[src/hw/rtl/cbb_pkg.sv]
// shared types and constants for the color blob bounding box tracker
package cbb_pkg;

    // config port
    localparam int CFG_IDX_W  = 3;
    localparam int CFG_DATA_W = 21;

    // register widths
    localparam int LINE_W_W  = 11;
    localparam int HITS_W    = 21;
    localparam int FLOOR_W   = 5;
    localparam int RG_MARG_W = 7;
    localparam int RB_MARG_W = 5;

    // result position width
    localparam int POS_W = 10;

    // rgb565 layout
    localparam int PIXEL_W = 16;
    localparam int RED_W   = 5;
    localparam int GREEN_W = 6;
    localparam int BLUE_W  = 5;
    localparam int RED_LSB   = 11;
    localparam int GREEN_LSB = 5;
    localparam int BLUE_LSB  = 0;

    localparam logic [HITS_W-1:0] HITS_MAX = '1;

    // register reset values
    localparam logic [LINE_W_W-1:0]  LINE_W_RST    = LINE_W_W'(220);
    localparam logic [HITS_W-1:0]    MIN_COUNT_RST = HITS_W'(300);
    localparam logic [FLOOR_W-1:0]   FLOOR_RST     = FLOOR_W'(15);
    localparam logic [RG_MARG_W-1:0] RG_MARG_RST   = RG_MARG_W'(12);
    localparam logic [RB_MARG_W-1:0] RB_MARG_RST   = RB_MARG_W'(6);

    typedef enum logic [CFG_IDX_W-1:0] {
        CFG_LINE_WIDTH = 3'd0,
        CFG_MIN_COUNT  = 3'd1,
        CFG_RED_FLOOR  = 3'd2,
        CFG_RG_MARGIN  = 3'd3,
        CFG_RB_MARGIN  = 3'd4
    } t_cfg_idx;

    typedef struct packed {
        logic              found;
        logic [POS_W-1:0]  mid_x;
        logic [POS_W-1:0]  mid_y;
        logic [POS_W-1:0]  left;
        logic [POS_W-1:0]  right;
        logic [POS_W-1:0]  top;
        logic [POS_W-1:0]  bottom;
        logic [HITS_W-1:0] hit_count;
    } t_blob_result;

endpackage

[src/hw/rtl/cbb_classify.sv]
// color threshold test of one rgb565 pixel
module cbb_classify (
    input  logic [cbb_pkg::PIXEL_W-1:0]   i_pixel,
    input  logic [cbb_pkg::FLOOR_W-1:0]   i_red_floor,
    input  logic [cbb_pkg::RG_MARG_W-1:0] i_rg_margin,
    input  logic [cbb_pkg::RB_MARG_W-1:0] i_rb_margin,
    output logic                          o_hit
);

    logic [cbb_pkg::RED_W-1:0]   red;
    logic [cbb_pkg::GREEN_W-1:0] green;
    logic [cbb_pkg::BLUE_W-1:0]  blue;
    logic signed [8:0]           rg_diff;
    logic signed [6:0]           rb_diff;

    assign red   = i_pixel[cbb_pkg::RED_LSB   +: cbb_pkg::RED_W];
    assign green = i_pixel[cbb_pkg::GREEN_LSB +: cbb_pkg::GREEN_W];
    assign blue  = i_pixel[cbb_pkg::BLUE_LSB  +: cbb_pkg::BLUE_W];

    // 2r - g and r - b as exact signed values
    assign rg_diff = $signed({3'b000, red, 1'b0}) - $signed({3'b000, green});
    assign rb_diff = $signed({2'b00, red}) - $signed({2'b00, blue});

    assign o_hit = (red > i_red_floor)
                && (rg_diff > $signed({2'b00, i_rg_margin}))
                && (rb_diff > $signed({2'b00, i_rb_margin}));

endmodule

[src/hw/rtl/cbb_accum.sv]
// frame state: raster counters, hit count and bounding box, result forming
module cbb_accum #(
    parameter int MAX_LINE_WIDTH = 1024,
    parameter int MAX_ROWS       = 1024
) (
    input  logic                          i_clk,
    input  logic                          i_rst_n,
    input  logic                          i_en,
    input  logic                          i_hit,
    input  logic                          i_frame_end,
    input  logic [cbb_pkg::LINE_W_W-1:0]  i_line_width,
    input  logic [cbb_pkg::HITS_W-1:0]    i_min_count,
    output cbb_pkg::t_blob_result         o_result
);

    localparam int CW   = (MAX_LINE_WIDTH > 2) ? $clog2(MAX_LINE_WIDTH) : 1;
    localparam int RW   = (MAX_ROWS > 2) ? $clog2(MAX_ROWS) : 1;
    localparam int WCMP = ($clog2(MAX_LINE_WIDTH + 1) > cbb_pkg::LINE_W_W)
                          ? $clog2(MAX_LINE_WIDTH + 1) : cbb_pkg::LINE_W_W;
    localparam int XW   = ((CW > RW ? CW : RW) > cbb_pkg::POS_W
                          ? (CW > RW ? CW : RW) : cbb_pkg::POS_W) + 1;

    localparam logic [WCMP-1:0] WIDTH_MAX = WCMP'(MAX_LINE_WIDTH);
    localparam logic [RW-1:0]   ROW_LAST  = RW'(MAX_ROWS - 1);

    logic [CW-1:0]             r_column, n_column;
    logic [RW-1:0]             r_row, n_row;
    logic [cbb_pkg::HITS_W-1:0] r_hits, n_hits;
    logic [CW-1:0]             r_left, n_left, r_right, n_right;
    logic [RW-1:0]             r_top, n_top, r_bottom, n_bottom;
    logic                      r_any, n_any;

    logic [cbb_pkg::HITS_W-1:0] upd_hits;
    logic [CW-1:0]             upd_left, upd_right;
    logic [RW-1:0]             upd_top, upd_bottom;
    logic                      upd_any;
    logic [WCMP-1:0]           width_raw, width_eff, col_plus;
    logic [XW-1:0]             l_ext, r_ext, t_ext, b_ext, sum_x, sum_y;

    // fold the current pixel into count and box
    always_comb begin
        upd_hits   = r_hits;
        upd_left   = r_left;
        upd_right  = r_right;
        upd_top    = r_top;
        upd_bottom = r_bottom;
        upd_any    = r_any;
        if (i_hit) begin
            if (r_hits != cbb_pkg::HITS_MAX) begin
                upd_hits = r_hits + 1'b1;
            end
            upd_any = 1'b1;
            if (!r_any) begin
                upd_left   = r_column;
                upd_right  = r_column;
                upd_top    = r_row;
                upd_bottom = r_row;
            end else begin
                if (r_column < r_left)   upd_left   = r_column;
                if (r_column > r_right)  upd_right  = r_column;
                if (r_row < r_top)       upd_top    = r_row;
                if (r_row > r_bottom)    upd_bottom = r_row;
            end
        end
    end

    // effective line width, clamped to 1..max
    always_comb begin
        width_raw = WCMP'(i_line_width);
        if (width_raw == '0) begin
            width_eff = WCMP'(1);
        end else if (width_raw > WIDTH_MAX) begin
            width_eff = WIDTH_MAX;
        end else begin
            width_eff = width_raw;
        end
        col_plus = WCMP'(r_column) + WCMP'(1);
    end

    always_comb begin
        n_column = r_column;
        n_row    = r_row;
        n_hits   = r_hits;
        n_left   = r_left;
        n_right  = r_right;
        n_top    = r_top;
        n_bottom = r_bottom;
        n_any    = r_any;
        if (i_en) begin
            if (i_frame_end) begin
                n_column = '0;
                n_row    = '0;
                n_hits   = '0;
                n_left   = '0;
                n_right  = '0;
                n_top    = '0;
                n_bottom = '0;
                n_any    = 1'b0;
            end else begin
                n_hits   = upd_hits;
                n_left   = upd_left;
                n_right  = upd_right;
                n_top    = upd_top;
                n_bottom = upd_bottom;
                n_any    = upd_any;
                // column at or past the width wraps, even after a width change
                if (col_plus >= width_eff) begin
                    n_column = '0;
                    if (r_row != ROW_LAST) begin
                        n_row = r_row + 1'b1;
                    end
                end else begin
                    n_column = col_plus[CW-1:0];
                end
            end
        end
    end

    always_ff @(posedge i_clk) begin
        if (!i_rst_n) begin
            r_column <= '0;
            r_row    <= '0;
            r_hits   <= '0;
            r_left   <= '0;
            r_right  <= '0;
            r_top    <= '0;
            r_bottom <= '0;
            r_any    <= 1'b0;
        end else begin
            r_column <= n_column;
            r_row    <= n_row;
            r_hits   <= n_hits;
            r_left   <= n_left;
            r_right  <= n_right;
            r_top    <= n_top;
            r_bottom <= n_bottom;
            r_any    <= n_any;
        end
    end

    // result of the frame including the current pixel
    always_comb begin
        l_ext = XW'(upd_left);
        r_ext = XW'(upd_right);
        t_ext = XW'(upd_top);
        b_ext = XW'(upd_bottom);
        sum_x = l_ext + r_ext;
        sum_y = t_ext + b_ext;
        o_result.found     = (upd_hits > i_min_count);
        o_result.mid_x     = sum_x[cbb_pkg::POS_W:1];
        o_result.mid_y     = sum_y[cbb_pkg::POS_W:1];
        o_result.left      = l_ext[cbb_pkg::POS_W-1:0];
        o_result.right     = r_ext[cbb_pkg::POS_W-1:0];
        o_result.top       = t_ext[cbb_pkg::POS_W-1:0];
        o_result.bottom    = b_ext[cbb_pkg::POS_W-1:0];
        o_result.hit_count = upd_hits;
    end

endmodule

[src/hw/rtl/color_blob_bounding_box_top.sv]
// Color blob bounding box tracker. Takes RGB565 pixels in raster order, one request per cycle
// while o_stall is low, classifies each against red/green/blue thresholds and keeps the hit
// count and bounding box; the request flagged frame_end produces one result (found, box,
// center, count) and clears the frame state. Pixels go through an input register and a
// combinational classify/update stage into the output register; sustained throughput is one
// pixel per cycle unless stalled. The output register frees the input side: pixels keep flowing
// while a result waits, and only a following frame_end pixel holds until that result is taken.
// Configuration writes are meant for idle periods between frames.
module color_blob_bounding_box_top #(
    parameter int MAX_LINE_WIDTH = 1024,
    parameter int MAX_ROWS       = 1024
) (
    input  logic                             i_clk,
    input  logic                             i_rst_n,
    input  logic                             i_cfg_wr_en,
    input  logic [cbb_pkg::CFG_IDX_W-1:0]    i_cfg_idx,
    input  logic [cbb_pkg::CFG_DATA_W-1:0]   i_cfg_wdata,
    input  logic                             i_valid,
    output logic                             o_stall,
    input  logic [cbb_pkg::PIXEL_W-1:0]      i_pixel,
    input  logic                             i_frame_end,
    output logic                             o_valid,
    input  logic                             i_stall,
    output logic                             o_found,
    output logic [cbb_pkg::POS_W-1:0]        o_mid_x,
    output logic [cbb_pkg::POS_W-1:0]        o_mid_y,
    output logic [cbb_pkg::POS_W-1:0]        o_left,
    output logic [cbb_pkg::POS_W-1:0]        o_right,
    output logic [cbb_pkg::POS_W-1:0]        o_top,
    output logic [cbb_pkg::POS_W-1:0]        o_bottom,
    output logic [cbb_pkg::HITS_W-1:0]       o_hit_count
);

    logic [cbb_pkg::LINE_W_W-1:0]  r_line_width;
    logic [cbb_pkg::HITS_W-1:0]    r_min_count;
    logic [cbb_pkg::FLOOR_W-1:0]   r_red_floor;
    logic [cbb_pkg::RG_MARG_W-1:0] r_rg_margin;
    logic [cbb_pkg::RB_MARG_W-1:0] r_rb_margin;

    logic                          r_s1_valid;
    logic [cbb_pkg::PIXEL_W-1:0]   r_s1_pixel;
    logic                          r_s1_frame_end;
    logic                          r_out_valid;
    cbb_pkg::t_blob_result         r_out;

    logic                          in_acc;
    logic                          s1_block;
    logic                          s1_adv;
    logic                          hit;
    cbb_pkg::t_blob_result         result;

    always_ff @(posedge i_clk) begin
        if (!i_rst_n) begin
            r_line_width <= cbb_pkg::LINE_W_RST;
            r_min_count  <= cbb_pkg::MIN_COUNT_RST;
            r_red_floor  <= cbb_pkg::FLOOR_RST;
            r_rg_margin  <= cbb_pkg::RG_MARG_RST;
            r_rb_margin  <= cbb_pkg::RB_MARG_RST;
        end else if (i_cfg_wr_en) begin
            case (cbb_pkg::t_cfg_idx'(i_cfg_idx))
                cbb_pkg::CFG_LINE_WIDTH: begin
                    r_line_width <= i_cfg_wdata[cbb_pkg::LINE_W_W-1:0];
                end
                cbb_pkg::CFG_MIN_COUNT: begin
                    r_min_count <= i_cfg_wdata[cbb_pkg::HITS_W-1:0];
                end
                cbb_pkg::CFG_RED_FLOOR: begin
                    r_red_floor <= i_cfg_wdata[cbb_pkg::FLOOR_W-1:0];
                end
                cbb_pkg::CFG_RG_MARGIN: begin
                    r_rg_margin <= i_cfg_wdata[cbb_pkg::RG_MARG_W-1:0];
                end
                cbb_pkg::CFG_RB_MARGIN: begin
                    r_rb_margin <= i_cfg_wdata[cbb_pkg::RB_MARG_W-1:0];
                end
                default: begin
                end
            endcase
        end
    end

    // a frame_end pixel waits only while the previous result is still held
    assign s1_block = r_s1_frame_end && r_out_valid && i_stall;
    assign s1_adv   = r_s1_valid && !s1_block;
    assign o_stall  = r_s1_valid && s1_block;
    assign in_acc   = i_valid && !o_stall;

    always_ff @(posedge i_clk) begin
        if (!i_rst_n) begin
            r_s1_valid <= 1'b0;
        end else if (in_acc) begin
            r_s1_valid <= 1'b1;
        end else if (s1_adv) begin
            r_s1_valid <= 1'b0;
        end
    end

    always_ff @(posedge i_clk) begin
        if (in_acc) begin
            r_s1_pixel     <= i_pixel;
            r_s1_frame_end <= i_frame_end;
        end
    end

    cbb_classify u_classify (
        .i_pixel     (r_s1_pixel),
        .i_red_floor (r_red_floor),
        .i_rg_margin (r_rg_margin),
        .i_rb_margin (r_rb_margin),
        .o_hit       (hit)
    );

    cbb_accum #(
        .MAX_LINE_WIDTH (MAX_LINE_WIDTH),
        .MAX_ROWS       (MAX_ROWS)
    ) u_accum (
        .i_clk        (i_clk),
        .i_rst_n      (i_rst_n),
        .i_en         (s1_adv),
        .i_hit        (hit),
        .i_frame_end  (r_s1_frame_end),
        .i_line_width (r_line_width),
        .i_min_count  (r_min_count),
        .o_result     (result)
    );

    always_ff @(posedge i_clk) begin
        if (!i_rst_n) begin
            r_out_valid <= 1'b0;
        end else if (s1_adv && r_s1_frame_end) begin
            r_out_valid <= 1'b1;
        end else if (!i_stall) begin
            r_out_valid <= 1'b0;
        end
    end

    always_ff @(posedge i_clk) begin
        if (s1_adv && r_s1_frame_end) begin
            r_out <= result;
        end
    end

    assign o_valid     = r_out_valid;
    assign o_found     = r_out.found;
    assign o_mid_x     = r_out.mid_x;
    assign o_mid_y     = r_out.mid_y;
    assign o_left      = r_out.left;
    assign o_right     = r_out.right;
    assign o_top       = r_out.top;
    assign o_bottom    = r_out.bottom;
    assign o_hit_count = r_out.hit_count;

endmodule

[config.mk]
export PLATFORM = sky130hd
export DESIGN_NAME = color_blob_bounding_box_top
export DESIGN_NICKNAME = d
export VERILOG_FILES = /design/src/hw/rtl/cbb_pkg.sv /design/src/hw/rtl/cbb_classify.sv /design/src/hw/rtl/cbb_accum.sv /design/src/hw/rtl/color_blob_bounding_box_top.sv
export SDC_FILE = /design/constraint.sdc
export NUM_CORES = 1
export LEC_CHECK = 0
export ABC_AREA = 0
export BUFFER_PORTS_ARGS = -buffer_cell sky130_fd_sc_hd__buf_2
export CORE_MARGIN = 4
export CORE_UTILIZATION = 55
export DETAILED_ROUTE_END_ITERATION = 6
export PLACE_DENSITY = 0.82
export RECOVER_POWER = 50
export SYNTH_ARGS = -nofsm -noshare
export SYNTH_HDL_FRONTEND = slang
export SYNTH_SLANG_ARGS = --single-unit
[constraint.sdc]
create_clock -name i_clk -period 6.5 [get_ports i_clk]
set_input_delay 0.65 -clock i_clk [delete_from_list [all_inputs] [get_ports i_clk]]
set_output_delay 0.65 -clock i_clk [all_outputs]
set_load 0.02 [all_outputs]
==> results of run 1 <==
[cell type report]
cell class                 count  share of cell area [%]
clock buffer                  34                    5.17
tap                          280                    2.47
inverter                     111                    2.95
multi-input combinational    917                    44.5
timing repair buffer         141                    4.36
clock inverter                10                   0.751
sequential                   232                    39.8
[synth_stat cells (9+ instances only)]
cell type and n:
o21ai_0 73, a21o_1 25, dfxtp_1 133, nand2b_1 16, and3_1 12, edfxtp_1 99, inv_1 110, xor2_1 17
clkbuf_1 47, a21boi_0 40, o21a_1 14, nand3_1 30, o211ai_1 14, a22oi_1 50, ha_1 119, xnor2_1 34
nand4_1 9, nor2_1 50, a2111oi_0 9, nand2_1 174, nor2b_1 69, nor3_1 17, a21oi_1 43
[flip-flops by register name, summed over array words and instances, names as in the netlist, 11 cells and up]
name / flops
o_hit_count: 21
r_min_count: 21
r_line_width: 11
u_accum.r_hits: 21
r_s1_pixel: 16
[path summary, 6_finish.rpt]
| path | end | slack, ns | cells past startpoint |
|---|---|---|---|
| worst min register to register | r_rg_margin[5] | 0.47 | 2 |
| worst max register to register | o_mid_y[9] | 0.50 | 26 |
| worst min-delay path | r_s1_pixel[2] | 0.31 | 1 |
| worst max-delay path | o_mid_y[9] | 0.50 | 26 |
[critical path: cells and delay by family (launching register included)]
kind,cells,cell delay [ns]
compound gates,12,2.17
buf+inv,3,0.45
simple gates,6,1.27
flops,1,0.39
fa+ha+maj,4,1.34
xor+xnor,1,0.14
[kinds of logic (layout without fill, tap and decap cells)]
kind of cell,count (synthesis),in the layout,synth area share (%)
fa+ha+maj,123,123,12.5
compound gates,318,318,17.1
xor+xnor,51,51,3.57
flops,232,232,45.0
simple gates,415,415,16.2
buf+inv,159,296,4.83
mux,10,10,0.819
[placed cells by master (no fill, tap or decap), types with 49 or more instances in the layout]
| master | synthesis | routed |
|---|---|---|
| nand2_1 | 174 | 173 |
| dfxtp_1 | 133 | 133 |
| ha_1 | 119 | 119 |
| inv_1 | 110 | 109 |
| edfxtp_1 | 99 | 99 |
| clkbuf_1 | 47 | 93 |
| o21ai_0 | 73 | 74 |
| nor2b_1 | 69 | 69 |
| a22oi_1 | 50 | 50 |
| nor2_1 | 50 | 49 |
[stage by stage]
step,power (W),std cells
after floorplan,0.00172,1308
after global placement,0.00178,1681
after detailed placement,0.00179,1681
after CTS,0.00323,1725
after global routing,0.00331,1725
final,0.00320,1725
[power by group]
group	internal (W)	leakage, nW	switching (W)	total [W]
clock	0.000867	0.413	0.000571	0.00144
sequential	0.00154	2.07	0.0000138	0.00155
combinational	0.0000768	3.20	0.000130	0.000207
[layer usage]
layer  wire, um  up-vias
met4        528        0
met5          0        -
li1           -     4863
met1      12800     4610
met3       1800       43
met2      13300      299
==> results.tsv, run 1 <==
metric	value	unit
nets@finish	1597	
Clock Tree Root	clkbuf_16	
register area	0.00564	mm2
initial drt markers	670	
worst-margin pin slew	2.62	ns
core area	0.0221	mm2
Period minus WS final	6.00	ns
Slowest-stage cell, CP	or3_1	
Worst Setup SP	r_s1_pixel[11]	
met1 GRT Util	29.8	%
asr flop ratio synth	0	%
crit start category	flop	
Synth cell types	65	
I/O pin cnt	130	
met2 usage	37.0	%
via count	9815	
Diodes inserted	0	
M3 GR Usage	3.65	%
P per Cell Area	226	mW/mm2
H-tree lvl count	1	
Die W	159	um
post-layout util	64.1	%
Synth Cell Area	0.0125	mm2
final wirelength	28.4	mm
Avg Inst Size Synth	9.57	um2
routed vias/inst	5.69	
r2r startpoint	r_s1_pixel[11]	
grt ovf	0	
GRT Total Usage	22.0	%
port bufs	129	
Initial Util	56.7	%
Setup CP Type	reg2reg	
final RePlAce weighted congestion	0.844	
Syn Nets	1477	
DRC viols	0	
clock sink count	232	
synthesized flop and latch total	232	
Die Ht	159	um
P&R area growth vs syn	13.1	%
Achievable Freq	167	MHz
Final Instance Area	0.0142	mm2
vias in the first global route	9811	
Seq/Total Area, Yosys	45.0	%
WL per Instance	16.5	um
Post-synth EDFFs	99	
maximum vdd drop	0.236	mV
setup slack after placement	0.653	ns
CP max FO	21	
status	finished, violations left	
Post-CTS Setup Inserts	0	
count of maximum capacitance violations	3	
Detail Route Antenna Nets	0	
max-slew violations	192	
Post-CTS Hold Fix Bufs	0	
Most Frequent Cell on Critical Path	a21oi_1	
grt peak-use layer	met2	
Worst-Skew Late Latency	0.51	ns
Worst EP required	6.76	ns
Hold Slack	0.309	ns
violated checks	max-capacitance violations, max-slew violations	
Final period util	92.3	%
setup TNS	0	ns
area share of the largest cell type after synthesis	23.7	%
prevailing post-synth register cell	dfxtp_1	
crit end category	flop	
Post-CTS Resized	0	
Worst EP arrival	6.26	ns
Multi-input gate area	0.00630	mm2
initial antenna violation count	0	
post-synth top area cell	edfxtp_1	
largest net degree at the start of global routing	74	
worst hold path class	in2reg	
Max Root-Sink Buffers	3	
leakage	5.68	nW
share of layout cells above drive strength 1	7.47	%
final critical-path setup slack	0.498	ns
clk_skew	0.00941	ns
Final HPWL DP	20.0	mm
min-delay src	i_pixel[2]	
crit-path max cell delay	0.69	ns
Area after DPL	0.0134	mm2
layout filler cell count	1848	
clock-pin slew on the worst setup and hold paths	0.06	ns
CTS Buf Count	25	
Rows	54	
global-route wire length before repair	47.4	mm
RSZ-0062 raised after global routing	false	
Mapped Cells	1308	
Rel. slew slack	-74.6	%
Final Hold Fails	0	
Die ar.	0.0252	mm2
final setup fails	0	
Ys Warns	0	
top post-synthesis cells by area	edfxtp_1 24%, dfxtp_1 21%, ha_1 12%	
Pre-Repair DR Iteration Count	7	
TritonCTS clock tree	yes	
No activity file was read; power rests on OpenSTA's default activity.
==> inputs of run 2 (changes only) <==
--- a/config.mk
+++ b/config.mk
@@ -9,6 +9,7 @@
 export BUFFER_PORTS_ARGS = -buffer_cell sky130_fd_sc_hd__buf_2
 export CORE_MARGIN = 4
 export CORE_UTILIZATION = 55
+export CTS_BUF_LIST = sky130_fd_sc_hd__clkbuf_8
 export DETAILED_ROUTE_END_ITERATION = 6
 export PLACE_DENSITY = 0.82
 export RECOVER_POWER = 50
==> run 2 against run 1 <==
The flow still finishes with violations (max-capacitance violations, max-slew violations); flip-flop and latch count unchanged; fmax increased by 0.90%; first-iteration DRC count down 1.0%; wire length up 0.63%; sequential share of layout area increased by 0.12 points; final area decreased by 0.29%; clock skew is 0.015 ns higher; total power decreased by 3.8%; count of clock-buffer cells in the layout increased by 13; hold slack worse by 0.0053 ns; largest power group unchanged.
==> results.tsv, run 2 (synthesis results as in run 1) <==
metric	value	unit
Die ar.	0.0252	mm2
most frequent cells in the layout	173 x nand2_1, 133 x dfxtp_1, 120 x inv_1	
Rows	54	
DRC viols	0	
r2r startpoint	r_s1_pixel[11]	
Die W	159	um
worst r2r path cells	26	
clock network fraction of design power	42.7	%
Worst EP arrival	6.23	ns
Net Sw Power	0.000723	W
Worst Hold End	r_s1_pixel[4]	
Rel. slew slack	-76.9	%
Layout Cells excl Fill	1752	
Diodes inserted	0	
DR top layer	met4	
Seq pwr share	50.5	%
worst-margin pin slew	2.65	ns
Pre-Repair DR Iteration Count	5	
clock sink count	232	
RSZ-0062 raised after global routing	false	
share of layout cells above drive strength 1	8.42	%
final setup fails	0	
CTS Buf Count	39	
GRT Total Usage	22.1	%
Die Ht	159	um
H-tree lvl count	2	
switching share of power	23.5	%
Clock Tree Root	clkbuf_8	
count of maximum capacitance violations	3	
P&R area growth vs syn	12.7	%
Setup CP Type	reg2reg	
placed cells	1681	
max-slew violations	192	
Post-CTS Setup Inserts	0	
combinational power share	6.8	%
Reg2Reg Setup Slack	0.55	ns
core area	0.0221	mm2
Worst EP required	6.78	ns
Period minus WS final	5.95	ns
routed length on met3	1.92	mm
Detail Route Antenna Nets	0	
Post-Route M1 WL	12.7	mm
setup TNS	0	ns
vias in the first global route	9880	
port bufs	129	
crit start category	flop	
WHS Path Cells	1	
Worst-Skew Late Latency	0.53	ns
final RePlAce weighted congestion	0.844	
final wirelength	28.6	mm
worst hold path class	in2reg	
Internal	0.00235	W
CP max FO	21	
metal2 WL	13.3	mm
global-route wire length before repair	47.4	mm
WL per Instance	16.3	um
Max Root-Sink Buffers	3	
maximum vdd drop	0.237	mV
clk_skew	0.0241	ns
violated checks	max-capacitance violations, max-slew violations	
Final HPWL DP	20.0	mm
grt ovf	0	
crit end category	flop	
TritonCTS clock tree	yes	
routed vias/inst	5.69	
commonest non-fill, non-tap cell in the layout	nand2_1	
Post-CTS Resized	0	
initial antenna violation count	0	
via count	9968	
setup slack after placement	0.653	ns
status	finished, violations left	
final critical-path setup slack	0.552	ns
P per Cell Area	218	mW/mm2
Final Hold Fails	0	
Initial Util	56.7	%
clock-pin slew on the worst setup and hold paths	0.06	ns
leakage	5.73	nW
reg2reg end	o_mid_y[9]	
Post-CTS Hold Fix Bufs	0	
Achievable Freq	168	MHz
Final period util	91.5	%
I/O pin cnt	130	
min-delay src	i_pixel[4]	
initial drt markers	663	
largest net degree at the start of global routing	74	
nets@finish	1611	
run 2: changes by cell type in the layout (fill, tap and decap cells not counted), sizes merged:
cell | previous run | this run
clkinvlp | 2 | 1
clkbuf | 124 | 137
clkinv | 7 | 12
inv | 110 | 120
run 2: area by class of cell:
class / count / area [um2]
Fill cell: 1872 / 7980
Multi-Input combinational cell: 917 / 6300
Sequential cell: 232 / 5640
Clock buffer: 47 / 647
Timing Repair Buffer: 141 / 617
Inverter: 111 / 418
Tap cell: 280 / 350
Clock inverter: 24 / 150
run 2: power by group through the flow:
stage | Sequential (W) | Combinational, W | Clock, W
after global placement | 0.00158 | 0.000200 | 0
final | 0.00155 | 0.000209 | 0.00131
after global routing | 0.00155 | 0.000235 | 0.00140
after detailed placement | 0.00158 | 0.000208 | 0
after floorplan | 0.00159 | 0.000131 | 0
after CTS | 0.00155 | 0.000211 | 0.00134
run 2: worst max-delay path, stage by stage, from the launching register on:
cell	delay, ns
edfxtp_1	0.39
inv_1	0.16
ha_1	0.20
inv_1	0.06
fa_1	0.39
a21o_1	0.17
a21oi_1	0.19
xnor2_1	0.16
ha_1	0.28
nand3_1	0.09
o22ai_1	0.09
nor2_1	0.11
o2111ai_1	0.20
or3_1	0.70
nor2_1	0.20
buf_4	0.24
o21ai_0	0.21
fa_1	0.49
a21o_1	0.18
a21oi_1	0.25
o21bai_1	0.10
a21oi_1	0.24
o21bai_1	0.11
a21oi_1	0.24
nor2b_1	0.07
o21ai_0	0.14
nand2b_1	0.06
run 2: routing by layer:
layer	up-vias	GRT usage, %
met5	-	0
met4	0	6.79
met3	64	4.07
met2	315	37.1
met1	4703	29.5
li1	4886	-
run 2: worst max path at each step:
| stage | start | endpoint | cells after the start |
|---|---|---|---|
| after global placement | r_s1_pixel[11] | o_mid_y[9] | 26 |
| after detailed placement | r_s1_pixel[11] | o_mid_y[9] | 26 |
| after CTS | r_s1_pixel[11] | o_mid_y[9] | 26 |
| after floorplan | r_s1_pixel[11] | o_mid_y[9] | 26 |
| after global routing | r_s1_pixel[11] | o_mid_y[9] | 26 |
| final | r_s1_pixel[11] | o_mid_y[9] | 26 |
run 2: stage by stage:
stage / util, % / hold slack, ns / area, um2 / power [W]
global route: 63.9 / 0.283 / 14100 / 0.00319
CTS: 64.4 / 0.274 / 14200 / 0.00310
detailed placement: 60.8 / 0.460 / 13400 / 0.00179
floorplan: - / 0.443 / 12500 / 0.00172
finish: 63.9 / 0.304 / 14100 / 0.00307
global placement: 60.8 / 0.454 / 13400 / 0.00178
==> inputs of run 3 (changes only) <==
--- a/config.mk
+++ b/config.mk
@@ -11,7 +11,8 @@
 export CORE_UTILIZATION = 55
 export CTS_BUF_LIST = sky130_fd_sc_hd__clkbuf_8
 export DETAILED_ROUTE_END_ITERATION = 6
-export PLACE_DENSITY = 0.82
+export GPL_TIMING_DRIVEN = 0
+export PLACE_DENSITY = 0.85
 export RECOVER_POWER = 50
 export SYNTH_ARGS = -nofsm -noshare
 export SYNTH_HDL_FRONTEND = slang
==> constraint.sdc (replaced) <==
create_clock -name i_clk -period 4.8 [get_ports i_clk]
set_input_delay 0.48 -clock i_clk [delete_from_list [all_inputs] [get_ports i_clk]]
set_output_delay 0.48 -clock i_clk [all_outputs]
set_load 0.02 [all_outputs]
==> run 3 against run 2 <==
The flow finishes with violations (max-capacitance violations, max-slew violations, negative setup slack); sequential power increased by 35%; core utilization increased by 6.6 points; non-clock buffer count increased by 113; final cell count increased by 6.6%; highest routed layer unchanged.
==> results.tsv, run 3 (synthesis results as in run 1) <==
metric	value	unit
status	finished, violations left	
violated checks	max-capacitance violations, max-slew violations, negative setup slack	
count of maximum capacitance violations	1	
final setup fails	9	
Internal	0.00312	W
share of layout cells above drive strength 1	18.0	%
WL per Instance	17.7	um
Diodes inserted	0	
worst r2r path cells	26	
Final HPWL DP	21.9	mm
Net Sw Power	0.00104	W
Pre-Repair DR Iteration Count	6	
RSZ-0062 raised after global routing	true	
core area	0.0221	mm2
Die W	159	um
GRT Total Usage	24.4	%
max-slew violations	33	
Final Instance Area	0.0156	mm2
clock network fraction of design power	40.4	%
Die Ht	159	um
P&R area growth vs syn	24.4	%
clock sink count	232	
worst hold path class	in2reg	
switching share of power	25.0	%
TritonCTS clock tree	yes	
placed cells	1717	
Worst EP arrival	5.34	ns
Post-CTS Hold Fix Bufs	0	
Achievable Freq	197	MHz
maximum vdd drop	0.239	mV
Setup CP Type	reg2reg	
DRC viols	0	
Final Hold Fails	0	
final RePlAce weighted congestion	0.925	
global-route wire length before repair	51.6	mm
Max Root-Sink Buffers	3	
Worst EP required	5.07	ns
H-tree lvl count	2	
reg2reg end	o_found	
combinational power share	9.0	%
initial antenna violation count	0	
met1 GRT Util	31.6	%
Clock Tree Root	clkbuf_8	
Worst-Skew Late Latency	0.54	ns
CTS Buf Count	40	
final wirelength	33.0	mm
grt peak-use layer	met2	
crit end category	flop	
vias in the first global route	10500	
Worst Hold End	r_s1_frame_end	
initial drt markers	1023	
Period minus WS final	5.07	ns
P per Cell Area	267	mW/mm2
grt ovf	0	
routed vias/inst	5.79	
WHS Path Cells	1	
M3 GR Usage	4.64	%
final critical-path setup slack	-0.268	ns
Final period util	106	%
commonest non-fill, non-tap cell in the layout	nand2_1	
crit start category	flop	
min-delay src	i_frame_end	
Rel. slew slack	-4.03	%
Reg2Reg Setup Slack	-0.27	ns
Rows	54	
Initial Util	56.7	%
Layout Cells excl Fill	1867	
met2 usage	40.8	%
via count	10800	
most frequent cells in the layout	166 x nand2_1, 133 x dfxtp_1, 123 x clkbuf_1	
CP max FO	5	
I/O pin cnt	130	
Detail Route Antenna Nets	0	
clock-pin slew on the worst setup and hold paths	0.06	ns
nets@finish	1725	
port bufs	128	
clk_skew	0.0223	ns
Seq pwr share	50.5	%
worst-margin pin slew	1.55	ns
largest net degree at the start of global routing	52	
leakage	6.39	nW
Die ar.	0.0252	mm2
r2r startpoint	r_s1_pixel[11]	
Area after DPL	0.0136	mm2
## run 3: cell count changes in the layout (fill, tap and decap cells not counted), moves of 6 or more
| cell | before | now |
|---|---|---|
| a21oi_1 | 43 | 29 |
| a21oi_2 | 0 | 13 |
| buf_4 | 9 | 67 |
| buf_6 | 0 | 8 |
| clkbuf_1 | 89 | 123 |
| ha_1 | 119 | 111 |
| ha_4 | 0 | 7 |
| nand2_1 | 173 | 166 |
| o21ai_0 | 74 | 47 |
| o21ai_1 | 1 | 11 |
| o21ai_2 | 0 | 6 |
| o21ai_4 | 0 | 11 |
## run 3: worst max path at each step
| stage | to | depth (start not counted) | start | slack (ns) |
|---|---|---|---|---|
| final | o_found | 26 | r_s1_pixel[11] | -0.27 |
| after global routing | o_mid_x[9] | 29 | r_s1_pixel[11] | -0.45 |
| after CTS | o_mid_y[9] | 26 | r_s1_pixel[11] | -0.27 |
| after detailed placement | o_found | 27 | r_s1_pixel[11] | -1.26 |
| after global placement | o_found | 27 | r_s1_pixel[11] | -1.14 |
| after floorplan | o_mid_y[9] | 26 | r_s1_pixel[11] | -0.02 |
## run 3: power by group through the flow
stage	Combinational (W)	Sequential (W)	Clock [W]
3_5_place_dp	0.000299	0.00214	0
3_3_place_gp	0.000286	0.00214	0
4_1_cts	0.000347	0.00210	0.00171
5_1_grt	0.000407	0.00210	0.00180
2_1_floorplan	0.000184	0.00215	0
6_report	0.000376	0.00210	0.00168
## run 3: stage by stage
step	utilization, %	setup WS (ns)	hold slack, ns	total power (W)	setup TNS, ns
2_1_floorplan	-	-0.0176	0.443	0.00234	-0.0233
3_3_place_gp	61.6	-1.14	0.452	0.00243	-5.86
3_5_place_dp	61.7	-1.26	0.461	0.00244	-7.52
4_1_cts	68.9	-0.270	0.113	0.00415	-1.42
5_1_grt	70.5	-0.454	0.111	0.00431	-3.49
6_report	70.5	-0.268	0.127	0.00416	-1.30
## run 3: final cells by class
type	instances	area, um2
Timing Repair Buffer	207	1220
Sequential cell	232	5640
Inverter	111	418
Fill cell	1610	6520
Clock buffer	43	592
Buffer	47	278
Clock inverter	30	151
Multi-Input combinational cell	917	6930
Tap cell	280	350
## run 3: critical path: stages (launching register included)
cell and delay [ns]:
edfxtp_1 0.41, inv_2 0.12, ha_4 0.14, inv_2 0.03
fa_2 0.34, a21o_1 0.19, a21oi_2 0.15, xnor2_1 0.14
ha_1 0.28, nand3_2 0.10, o22ai_2 0.09, nor2_2 0.15
o2111ai_4 0.14, or3_4 0.41, buf_6 0.17, nor3_4 0.27
and3_4 0.25, xor2_4 0.08, ha_2 0.19, a21o_1 0.16
a21o_1 0.17, a21oi_1 0.13, o21ai_1 0.10, a221oi_2 0.31
o21a_1 0.14, o21a_1 0.12, a31oi_1 0.04
## run 3: routing by layer
metal  vias to the layer above  part of all wire (%)
met5                         -                     0
met4                         0                   2.6
met3                        82                   7.4
met2                       455                    48
met1                      5135                    42
li1                       5141                     -
## run 3: what timing repair did
item / in CTS / in global routing
gates cloned: 1 / 1
setup buffers: 44 / 35
gates resized for setup: 104 / 48
setup endpoints to repair: 15 / 14
pin swaps: 54 / 47
